===== src/hdl/eiqu_pkg.sv =====
// Shared types, constants, tables and the step program of the attitude update core.
package eiqu_pkg;

  // Field widths and fixed-point formats
  localparam int QUAT_BITS  = 16;
  localparam int ANGLE_BITS = 16;
  localparam int QFRAC      = QUAT_BITS - 1;
  localparam int AFRAC      = ANGLE_BITS - 4;
  localparam int IFRAC      = 30;

  // Internal datapath widths
  localparam int DW    = 36;          // inner values, 30 fraction bits
  localparam int PW    = 2 * DW;      // full product
  localparam int MPW   = 54;          // pole test products
  localparam int AW    = 37;          // unwrapped angles, 2^32 units per turn
  localparam int CW    = 38;          // CORDIC x and y
  localparam int RW    = 64;          // square root radicand
  localparam int ITERS = 30;
  localparam int IT_W  = $clog2(ITERS);
  localparam int SQ_STEPS = RW / 2;
  localparam int SQ_K_W   = $clog2(SQ_STEPS);

  localparam logic signed [DW-1:0] RAD_SCALE = 36'sd2734261102;
  localparam logic signed [DW-1:0] POLE_NUM  = 36'sd100000;
  localparam logic signed [DW-1:0] POLE_DEN  = 36'sd49999;
  localparam logic signed [AW-1:0] PITCH_HI  = 37'sd1073607622;
  localparam logic signed [AW-1:0] PITCH_LO  = -37'sd1073744335;
  localparam logic signed [AW-1:0] QUARTER   = 37'sd1073741824;
  localparam logic signed [CW-1:0] CORDIC_K  = 38'sd652032874;

  typedef struct packed {
    logic signed [ANGLE_BITS-1:0] yaw_delta;
    logic signed [ANGLE_BITS-1:0] pitch_delta;
    logic signed [ANGLE_BITS-1:0] roll_delta;
  } in_word_t;

  typedef struct packed {
    logic signed [QUAT_BITS-1:0] quat_w;
    logic signed [QUAT_BITS-1:0] quat_x;
    logic signed [QUAT_BITS-1:0] quat_y;
    logic signed [QUAT_BITS-1:0] quat_z;
  } out_word_t;

  // Datapath step codes
  typedef enum logic [5:0] {
    OP_NONE,
    OP_SQW, OP_SQX, OP_SQY, OP_SQZ,
    OP_XY, OP_TEST, OP_UNIT,
    OP_AY, OP_AP, OP_AR,
    OP_T100, OP_U49, OP_POLE,
    OP_YW, OP_XZ, OP_XW, OP_YZ,
    OP_VEC_YAW, OP_SET_YAW,
    OP_UU, OP_TT, OP_SQRT,
    OP_VEC_PITCH, OP_SET_PITCH,
    OP_VEC_ROLL, OP_SET_ROLL,
    OP_ROT_YAW, OP_SET_1, OP_ROT_PITCH, OP_SET_2, OP_ROT_ROLL, OP_SET_3,
    OP_C1C2, OP_S1S2, OP_S1C2, OP_C1S2,
    OP_W_A, OP_W_B, OP_X_A, OP_X_B, OP_Y_A, OP_Y_B, OP_Z_A, OP_Z_B
  } op_e;

  typedef struct packed {
    op_e  op;
    logic load;
    logic store;
  } cmd_t;

  typedef struct packed {
    logic busy;
  } stat_t;

  localparam int PROG_LEN = 44;
  localparam int PC_W     = $clog2(PROG_LEN);

  // Step program, one step per entry
  function automatic op_e prog_op(input logic [PC_W-1:0] pc);
    op_e o;
    unique case (pc)
      6'd0:  o = OP_SQW;
      6'd1:  o = OP_SQX;
      6'd2:  o = OP_SQY;
      6'd3:  o = OP_SQZ;
      6'd4:  o = OP_XY;
      6'd5:  o = OP_TEST;
      6'd6:  o = OP_UNIT;
      6'd7:  o = OP_AY;
      6'd8:  o = OP_AP;
      6'd9:  o = OP_AR;
      6'd10: o = OP_T100;
      6'd11: o = OP_U49;
      6'd12: o = OP_POLE;
      6'd13: o = OP_YW;
      6'd14: o = OP_XZ;
      6'd15: o = OP_XW;
      6'd16: o = OP_YZ;
      6'd17: o = OP_VEC_YAW;
      6'd18: o = OP_SET_YAW;
      6'd19: o = OP_UU;
      6'd20: o = OP_TT;
      6'd21: o = OP_SQRT;
      6'd22: o = OP_VEC_PITCH;
      6'd23: o = OP_SET_PITCH;
      6'd24: o = OP_VEC_ROLL;
      6'd25: o = OP_SET_ROLL;
      6'd26: o = OP_ROT_YAW;
      6'd27: o = OP_SET_1;
      6'd28: o = OP_ROT_PITCH;
      6'd29: o = OP_SET_2;
      6'd30: o = OP_ROT_ROLL;
      6'd31: o = OP_SET_3;
      6'd32: o = OP_C1C2;
      6'd33: o = OP_S1S2;
      6'd34: o = OP_S1C2;
      6'd35: o = OP_C1S2;
      6'd36: o = OP_W_A;
      6'd37: o = OP_W_B;
      6'd38: o = OP_X_A;
      6'd39: o = OP_X_B;
      6'd40: o = OP_Y_A;
      6'd41: o = OP_Y_B;
      6'd42: o = OP_Z_A;
      6'd43: o = OP_Z_B;
      default: o = OP_NONE;
    endcase
    return o;
  endfunction

  // Steps that start a multi-cycle unit
  function automatic logic op_waits(input op_e o);
    logic w;
    case (o) inside
      OP_VEC_YAW, OP_VEC_PITCH, OP_VEC_ROLL, OP_SQRT,
      OP_ROT_YAW, OP_ROT_PITCH, OP_ROT_ROLL: w = 1'b1;
      default: w = 1'b0;
    endcase
    return w;
  endfunction

  // Arctangent of 2^-i in angle units
  function automatic logic signed [AW-1:0] atan_at(input logic [IT_W-1:0] idx);
    logic signed [AW-1:0] a;
    unique case (idx)
      5'd0:  a = 37'sd536870912;
      5'd1:  a = 37'sd316933406;
      5'd2:  a = 37'sd167458907;
      5'd3:  a = 37'sd85004756;
      5'd4:  a = 37'sd42667331;
      5'd5:  a = 37'sd21354465;
      5'd6:  a = 37'sd10679838;
      5'd7:  a = 37'sd5340245;
      5'd8:  a = 37'sd2670163;
      5'd9:  a = 37'sd1335087;
      5'd10: a = 37'sd667544;
      5'd11: a = 37'sd333772;
      5'd12: a = 37'sd166886;
      5'd13: a = 37'sd83443;
      5'd14: a = 37'sd41722;
      5'd15: a = 37'sd20861;
      5'd16: a = 37'sd10430;
      5'd17: a = 37'sd5215;
      5'd18: a = 37'sd2608;
      5'd19: a = 37'sd1304;
      5'd20: a = 37'sd652;
      5'd21: a = 37'sd326;
      5'd22: a = 37'sd163;
      5'd23: a = 37'sd81;
      5'd24: a = 37'sd41;
      5'd25: a = 37'sd20;
      5'd26: a = 37'sd10;
      5'd27: a = 37'sd5;
      5'd28: a = 37'sd3;
      5'd29: a = 37'sd1;
      default: a = 37'sd0;
    endcase
    return a;
  endfunction

endpackage


===== src/hdl/eiqu_ctrl.sv =====
// Controller: step sequencer, unit waits and output word handshake.
module eiqu_ctrl (
  input  logic            clk_i,
  input  logic            rst_ni,
  input  logic            in_valid_i,
  output logic            in_ready_o,
  output logic            out_valid_o,
  input  logic            out_ready_i,
  output eiqu_pkg::cmd_t  cmd_o,
  input  eiqu_pkg::stat_t stat_i
);
  import eiqu_pkg::*;

  typedef enum logic [1:0] {S_IDLE, S_RUN, S_WAIT, S_FIN} state_e;

  state_e          state_q;
  logic [PC_W-1:0] pc_q;
  logic            out_valid_q, out_valid_d;
  op_e             op;
  logic            do_store;

  assign op       = (state_q == S_RUN) ? prog_op(pc_q) : OP_NONE;
  assign do_store = (state_q == S_FIN) && (!out_valid_q || out_ready_i);

  // Present a stored word until it is taken
  assign out_valid_d = do_store || (out_valid_q && !out_ready_i);

  assign cmd_o.op    = op;
  assign cmd_o.load  = in_valid_i && (state_q == S_IDLE);
  assign cmd_o.store = do_store;
  assign in_ready_o  = (state_q == S_IDLE);
  assign out_valid_o = out_valid_q;

  // Step through the program, hold while a unit runs
  always_ff @(posedge clk_i or negedge rst_ni) begin
    if (!rst_ni) begin
      state_q     <= S_IDLE;
      pc_q        <= '0;
      out_valid_q <= 1'b0;
    end else begin
      out_valid_q <= out_valid_d;
      unique case (state_q)
        S_IDLE: begin
          if (in_valid_i) begin
            pc_q    <= '0;
            state_q <= S_RUN;
          end
        end
        S_RUN: begin
          if (pc_q == PC_W'(PROG_LEN - 1)) begin
            state_q <= S_FIN;
          end else begin
            pc_q <= pc_q + 1'b1;
            if (op_waits(op)) begin
              state_q <= S_WAIT;
            end
          end
        end
        S_WAIT: begin
          if (!stat_i.busy) begin
            state_q <= S_RUN;
          end
        end
        S_FIN: begin
          if (do_store) begin
            state_q <= S_IDLE;
          end
        end
        default: state_q <= S_IDLE;
      endcase
    end
  end

endmodule


===== config.mk =====
export PLATFORM = sky130hd
export DESIGN_NAME = eiqu_ctrl
export DESIGN_NICKNAME = d
export VERILOG_FILES = /design/src/hdl/eiqu_pkg.sv /design/src/hdl/eiqu_ctrl.sv
export SDC_FILE = /design/constraint.sdc
export NUM_CORES = 1
export LEC_CHECK = 0
export ABC_CLOCK_PERIOD_IN_PS = 2800
export BUFFER_PORTS_ARGS = -buffer_cell sky130_fd_sc_hd__buf_4
export CAP_MARGIN = 20
export CORE_MARGIN = 1.5
export CORE_UTILIZATION = 50
export CTS_CLUSTER_SIZE = 24
export DETAILED_ROUTE_END_ITERATION = 12
export GPL_TIMING_DRIVEN = 0
export PLACE_DENSITY = 0.75
export SLEW_MARGIN = 10
export SYNTH_ARGS = -nofsm -noshare
export SYNTH_HDL_FRONTEND = slang
export SYNTH_SLANG_ARGS = --single-unit

===== constraint.sdc =====
create_clock -name clk_i -period 2.8 [get_ports clk_i]
set_clock_uncertainty 0.15 [all_clocks]
set_input_delay 0.28 -clock clk_i [delete_from_list [all_inputs] [get_ports clk_i]]
set_output_delay 0.28 -clock clk_i [all_outputs]
set_load 0.01 [all_outputs]

======== Word level (Yosys, flattened, before mapping) ========
Memories as Yosys holds them, arrays and structs flattened.
Index checks and enable logic that the tools add are counted.
cells by class
  mux-type cells .......................... 13
  equal/unequal tests ..................... 16
  add/sub/neg operators ................... 1
  reductions and logical operators ........ 12
operators by type and width
  cell                                                                    number
  6-bit by 5-bit equality test with 1-bit output (second input constant)  7
  6-bit two-way mux                                                       3
  6-bit one-hot mux with 2 select lines                                   1
  2-bit two-way mux                                                       5
  2-bit != test (second input constant)                                   4
  2-bit one-hot mux with 4 select lines                                   1
  7-bit OR reduction                                                      1
  6-bit by 1-bit adder with 6-bit output (second input constant)          1
  6-bit equality test (second input constant)                             1
  2-bit equality test (second input constant)                             2
  4-bit AND reduction                                                     1
  1-bit logical AND                                                       3
  1-bit two-way mux                                                       3
  3-bit by 1-bit != test with 1-bit output (second input constant)        1
  3-bit AND reduction                                                     1
  2-bit by 1-bit equality test with 1-bit output (second input constant)  1
  1-bit logical NOT                                                       2
  2-bit logical NOT                                                       1
  1-bit logical OR                                                        2
  2-bit nonzero test                                                      1
storage, ports and cells
  output and inout bits ................... 10
  memories ................................ 1
  register bits ........................... 9
  ROM bits ................................ 384
  word-level logic and storage cells ...... 46
  bits of input ports ..................... 5
memories
  name             depth  width  rd ports  clocked after memory_dff  write ports  RTL line        text
  (no name shown)  64     6      1         0                         0            eiqu_pkg.sv:77  unique case (pc)

======== Longest topological paths before layout ========
Gate-level depths: netlist of run 1.
  word-level depth ........................ 10
  gate-level depth with buffers ........... 7
  depth with buffers taken out ............ 7

======== Worst setup path after synthesis of run 1 ========
No wires, ideal clock.
  path kind ............................... reg-to-reg
  from .................................... register pc_q[0]
  to ...................................... register state_q[1]
  library setup time ...................... 0.065 ns
  buffers on the path ..................... 0
  data arrival time ....................... 1.748 ns
  slack ................................... 0.837 ns
  clock period less this slack ............ 1.963 ns
  stages on the path, launching flop included .. 8
  cell sequence ........................... dfrtp_1 ha_1 ha_1 a21oi_2 o21ai_1 a211o_1 a311oi_2 o21a_1
between the ends
  longest elaborated chain between the ends .. 9
  elaborated cells between the ends (all ways) .. 18
  those cells by class .................... eq/ne (9); mux (6); reduce/logical (2); memory (1)
RTL lines
  item                                                RTL line         text
  start: declaration                                  eiqu_ctrl.sv:17  logic [PC_W-1:0] pc_q;
  start signal: assignment                            eiqu_ctrl.sv:53  pc_q <= pc_q + 1'b1;
  memory 64 x 6 bit                                   n/a
  6-bit two-way mux                                   eiqu_ctrl.sv:22  assign op = (state_q == S_RUN) ? prog_op(pc_q) : OP_NONE;
  6-bit by 5-bit equality test with 1-bit output      eiqu_ctrl.sv:54  if (op_waits(op)) begin
  7-bit OR reduction                                  eiqu_pkg.sv:130  case (o) inside
  1-bit two-way mux                                   eiqu_pkg.sv:130
  1-bit two-way mux                                   eiqu_ctrl.sv:50  if (pc_q == PC_W'(PROG_LEN - 1)) begin
  1-bit two-way mux                                   eiqu_ctrl.sv:42  unique case (state_q)
  3-bit by 1-bit != test with 1-bit output (no line)  n/a
  4-bit AND reduction (no line)                       n/a
  end signal: assignment                              eiqu_ctrl.sv:46  state_q <= S_RUN;
  end signal: assignment                              eiqu_ctrl.sv:51  state_q <= S_FIN;
  end signal: assignment                              eiqu_ctrl.sv:55  state_q <= S_WAIT;
  end: declaration                                    eiqu_ctrl.sv:16  state_e state_q;
Parallel ways exist; a longest one is shown, timed or not. The select of a mux whose other input is x is not followed.
A chain may end at the register's enable or synchronous reset.

======== Worst setup path in the final report of run 1 ========
Ends and elaborated chain as after synthesis.

==> flow_summary.toml, run 1 <==
[timing]
relSlewSlack = 0.690
rsz0062_at_grt = "false"
worstMarginPinSlew_ps = 460
post-route-period-util = 0.789
fmax_mhz = 453
hold_viol_final = 0
drv_slew = 0
finalSetupViolCount = 0
final.setup.tns_ps = 0
min_period_ps = 2210

[detailed_routing]
first_iter_violations = 13
drtAntennaViolNets = 0
met1Wirelength_um = 641
drt-pass1-iter-count = 4
routed_wl_um = 1420
vias_per_cell = 5.29
vias = 614
drc = 0
met2WireLength_um = 720
top_layer = "met4"
dr_wl_met3_um = 40
wl_per_cell_um = 12.2

[cells_and_area]
n_antenna_cell = 0
synthToLayoutAreaGrowth_pct = 23.7
drive_above_1_share = 0.238
postLayoutCoreUtil = 0.650
fin_cells = 116
fin_nets = 111
nFillCells = 119

[power_and_ir_drop]
power_frac_clock = 0.110
irDropWorstVdd_mv = 0.502
p_comb_frac = 0.612
switchingPower_mw = 0.396
seqPwrFrac = 0.278
p_leak_nw = 0.398
power.internal_mw = 0.493
total_power_mw = 0.889
cellPowerDensity_mw_per_mm2 = 1060
switching_share = 0.446

[clock_tree]
root_buffer = "clkbuf_4"
clkSinkCount = 9
cts_resized = 0
cts_buffers = 3
post-cts-setup-buffers = 0
clk_pin_slew_ps = 60
htreeDepth = 1
clockBufferDepth = 2
insertion_delay_ps = 250
cts_tree = "done"

[global_route]
grt_usage = 0.221
antenna_found_initial = 0
grt_pass1_wl_um = 2260
grt.overflow.total = 0
grt_pass1_vias = 557
grt_max_degree = 11

[worst_hold_path]
hp-class = "in -> reg"
hold_path.startpoint = "out_ready_i"
hold_path_depth = 3
hold_end = "out_valid_o"

[critical_path]
reg2reg_from = "pc_q[0]"
cp_data_required_time_ps = 2850
reg2reg_setup_slack_ps = 590
r2r-end = "state_q[1]"
cp_max_fo = 7
setup.worst_path.class = "reg -> reg"
cp.arrival_ps = 2260
worst_setup_path_start_kind = "register"
cp-end-kind = "register"
rr_worst_depth = 7

[logic_synthesis]
synth.yosys.seq_area_share = 0.333
ys_types = 29
syn_area_um2 = 676
syn_nets = 91
syn_avg_cell_area_um2 = 8.24
ys.warnings.count = 0
synthCells = 82
ys_seq_elements = 9

[place]
placed_cells = 111
io_buffer_count = 14
dpl.hpwl_um = 1080
place_congestion = 0.764

[floorplanning]
rows = 13
io_pins = 15
start_util = 0.526
coreArea_mm2 = 0.00128
die_area_mm2 = 0.00158
die_h_um = 39.8
die_x_um = 39.8

[run_status]
status = "finished, final reports clean"

[flow_run]
max_cap_violations = 0
==> final cells by class <==
| class | instances | area (um2) | area share |
|---|---|---|---|
| plain buffers | 4 | 41.3 | 0.0494 |
| inverters | 6 | 22.5 | 0.0269 |
| multi-input cells | 63 | 387 | 0.463 |
| well taps | 15 | 18.8 | 0.0225 |
| repair buffers | 15 | 115 | 0.138 |
| clock buffers | 4 | 26.3 | 0.0314 |
| flip-flops and latches | 9 | 225 | 0.269 |
==> metal layers <==
metal / vias up / track usage
met2: 13 / 0.373
met3: 2 / 0.0170
met1: 282 / 0.271
met4: 0 / 0.129
li1: 317 / -
met5: - / 0
==> through the flow <==
stage | hold slack [ps] | area [um2] | worst slack [ps]
2_1_floorplan | -166 | 676 | 837
3_3_place_gp | -40.4 | 800 | 632
3_5_place_dp | -40.2 | 800 | 618
4_1_cts | 120 | 836 | 588
5_1_grt | 146 | 836 | 478
6_report | 130 | 836 | 591
==> critical path, stage by stage (launching register included) <==
cell and delay, ps:
dfrtp_1 450, ha_1 290, ha_1 260, a21oi_2 120, o21ai_1 60, a211o_1 310, a311oi_2 340, o21a_1 170
==> cells in the final DEF (no fill, tap or decap), types with 2 or more instances in the layout <==
master	instances
buf_4	16
ha_1	4
inv_1	6
nor2_1	12
nor2b_1	4
nand2b_1	2
nand3_1	6
xnor2_1	2
a21oi_1	5
clkbuf_4	3
nand2_1	7
dfrtp_1	9
o21a_1	2
o21ai_0	5
==> power groups by stage <==
stage	logic [mW]	clock network, mW	registers [mW]
after CTS	0.549	0.103	0.247
final	0.544	0.0982	0.247
after global routing	0.610	0.110	0.257
after floorplan	0.379	0	0.240
after detailed placement	0.543	0	0.249
after global placement	0.530	0	0.246
==> cells by family (layout without fill, tap and decap cells) <==
group | after synthesis | after routing | synth area share
multiplexers | 1 | 1 | 0.0148
AND/OR/NAND/NOR | 37 | 37 | 0.269
adder cells (fa/ha/maj) | 4 | 4 | 0.0741
XOR/XNOR | 3 | 3 | 0.0389
flip-flops | 9 | 9 | 0.333
buffers and inverters | 10 | 29 | 0.0944
AO/OA/AOI/OAI | 18 | 18 | 0.176
==> cells in the mapped netlist, drive strengths merged <==
| cell type | n | area [um2] |
|---|---|---|
| nor2b | 4 | 25.0 |
| nor3 | 1 | 5.00 |
| o21ai | 7 | 38.8 |
| xnor2 | 2 | 17.5 |
| a311oi | 1 | 15.0 |
| nand2b | 2 | 12.5 |
| and3b | 1 | 8.76 |
| nand3b | 1 | 7.51 |
| dfrtp | 9 | 225 |
| mux2i | 1 | 10.0 |
| nand2 | 7 | 26.3 |
| a211o | 1 | 8.76 |
| nand3 | 6 | 30.0 |
| nor2 | 12 | 45.0 |
| ha | 4 | 50.1 |
| a21oi | 6 | 33.8 |
| inv | 6 | 22.5 |
| nand4 | 1 | 6.26 |
| buf | 4 | 41.3 |
| xor2 | 1 | 8.76 |
| a211oi | 1 | 7.51 |
| nor4 | 1 | 6.26 |
| o21a | 2 | 15.0 |
| nand4b | 1 | 8.76 |
==> worst max-delay path by stage <==
stage	from	to	slack (ps)	cells past startpoint
after floorplan	pc_q[0]	state_q[1]	840	7
after global placement	pc_q[0]	state_q[1]	630	7
after detailed placement	pc_q[0]	state_q[0]	620	7
after CTS	pc_q[0]	state_q[0]	590	7
after global routing	pc_q[0]	cmd_o[6]	480	5
final	pc_q[0]	state_q[1]	590	7
==> timing repair <==
action,in CTS,in global routing
hold endpoints to repair,9,0
setup endpoints to repair,0,0
hold buffers,1,0
==> sequential cells by signal, indices dropped and copies added, names as in the netlist <==
register,cells
pc_q,6
state_q,2
out_valid_o,1
Power figures use the tool's default switching activity.
==> inputs of run 2 (changes only) <==
Settings changed: ABC_CLOCK_PERIOD_IN_PS 2800 to 2200.
Clock period 2.8 ns to 2.2 ns, I/O delays scaled along.
==> run 2 against run 1 <==
Flip-flop and latch count unchanged. Fmax grew 6.4%. Cell area increased by 0.75%. Register-to-register slack worse by 470 ps. Critical path depth unchanged. Critical endpoint unchanged. Highest routed layer unchanged. Via count grew 1.3%.
==> flow_summary.toml, run 2 (same netlist as run 1, synthesis figures left out) <==
[clock_tree]
htreeDepth = 1
cts_tree = "done"
post-cts-setup-buffers = 0
clk_pin_slew_ps = 60
clockBufferDepth = 2
root_buffer = "clkbuf_4"
clkSinkCount = 9
insertion_delay_ps = 260
cts_buffers = 3

[detailed_routing]
drc = 0
drt-pass1-iter-count = 4
first_iter_violations = 16
routed_wl_um = 1420
vias_per_cell = 5.36
vias = 622
wl_per_cell_um = 12.2
drtAntennaViolNets = 0

[critical_path]
setup.worst_path.class = "reg -> reg"
cp_max_fo = 7
crit_start = "pc_q[0]"
cpMostUsedCell = "ha_2"
reg2reg_from = "pc_q[0]"
rr_worst_depth = 7
endpoint = "state_q[1]"
slowest_delay_ps = 450
cp.arrival_ps = 2130
r2r-end = "state_q[1]"
crit_chain = "ha_2 > ha_2 > a21oi_2 > o21ai_1 > a211o_1 > a311oi_2 > o21a_1"
reg2reg_setup_slack_ps = 120
worst_setup_path_start_kind = "register"
slowest_stage = "dfrtp_2"
cp_data_required_time_ps = 2250
cp-end-kind = "register"

[cells_and_area]
largest_reg_flops = 6
drive_above_1_share = 0.267
synthToLayoutAreaGrowth_pct = 24.6
regMostFlops = "pc_q"
n_antenna_cell = 0
nFillCells = 117
final_cell_mix = "buf_4 (16), nor2_1 (12), dfrtp_1 (8)"
fin_nets = 111
layout_commonest_cell = "buf_4"

[power_and_ir_drop]
total_power_mw = 1.14
p_leak_nw = 0.393
cellPowerDensity_mw_per_mm2 = 1350
irDropWorstVdd_mv = 0.640

[global_route]
grt_pass1_wl_um = 2260
grt_pass1_vias = 557
grt.overflow.total = 0
grt_max_degree = 11
grt_usage = 0.221
antenna_found_initial = 0

[run_status]
status = "finished, final reports clean"

[timing]
hold_viol_final = 0
relSlewSlack = 0.690
finalSetupViolCount = 0
min_period_ps = 2080
hold_slack_ps = 68.6
drv_slew = 0
fmax_mhz = 481
worstMarginPinSlew_ps = 460
post-route-period-util = 0.944
final.setup.tns_ps = 0
rsz0062_at_grt = "false"

[floorplanning]
rows = 13
die_x_um = 39.8
die_area_mm2 = 0.00158
start_util = 0.526
io_pins = 15
die_h_um = 39.8
coreArea_mm2 = 0.00128

[place]
dpl.hpwl_um = 1080
place_congestion = 0.764
io_buffer_count = 14

[worst_hold_path]
hp-class = "in -> reg"

[flow_run]
max_cap_violations = 0
run 2: cell count changes in the layout (fill, tap and decap cells not counted):
cell     before  now
dfrtp_2       0    1
ha_2          0    2
dfrtp_1       9    8
ha_1          4    2
run 2: stage by stage:
step | instance area, um2 | worst slack (ps) | instances | utilization
floorplan | 676 | 237 | 82 | -
global placement | 800 | 32.4 | 111 | 0.622
detailed placement | 800 | 17.7 | 111 | 0.622
CTS | 836 | 37.7 | 116 | 0.650
global route | 842 | 34.9 | 116 | 0.655
finish | 842 | 123 | 116 | 0.655
run 2: how the worst min path moves through the flow:
stage,from,endpoint,slack [ps],cells past startpoint
4_1_cts,out_ready_i,out_valid_o,60,3
5_1_grt,out_ready_i,out_valid_o,90,3
6_report,out_ready_i,out_valid_o,70,3
3_3_place_gp,rst_ni,out_valid_o,-100,1
3_5_place_dp,rst_ni,out_valid_o,-100,1
2_1_floorplan,rst_ni,out_valid_o,-230,0
run 2: critical path: cells and delay by family (launching register included):
kind,cells,cell delay [ps]
AO/OA/AOI/OAI,5,980
adder cells (fa/ha/maj),2,440
flip-flops,1,450
run 2: routing by layer:
metal	share of wire	track usage
met1	0.44	0.271
met2	0.51	0.373
met3	0.040	0.0170
met4	0.0085	0.129
met5	0	0
run 2: layout make-up:
class,instances,area (um2),area share
inverter,6,22.5,0.0267
buffer,4,41.3,0.0490
sequential,9,226,0.269
timing repair buffer,15,115,0.137
clock buffer,4,26.3,0.0312
multi-input combinational,63,392,0.465
tap,15,18.8,0.0223
run 2: repair_timing:
action                                 in CTS  in global routing
setup endpoints to repair                   2                  4
pin swaps                                   1                  1
gates cloned                                0                  0
resized for setup                           0                  3
hold buffers                                1                  0
endpoints found under the hold margin       9                  0
run 2: where the power goes:
| group | switching, mW | leakage (nW) | internal [mW] |
|---|---|---|---|
| combinational | 0.371 | 0.265 | 0.325 |
| clock | 0.0564 | 0.0150 | 0.0698 |
| sequential | 0.0788 | 0.113 | 0.239 |
| total | 0.506 | 0.393 | 0.633 |
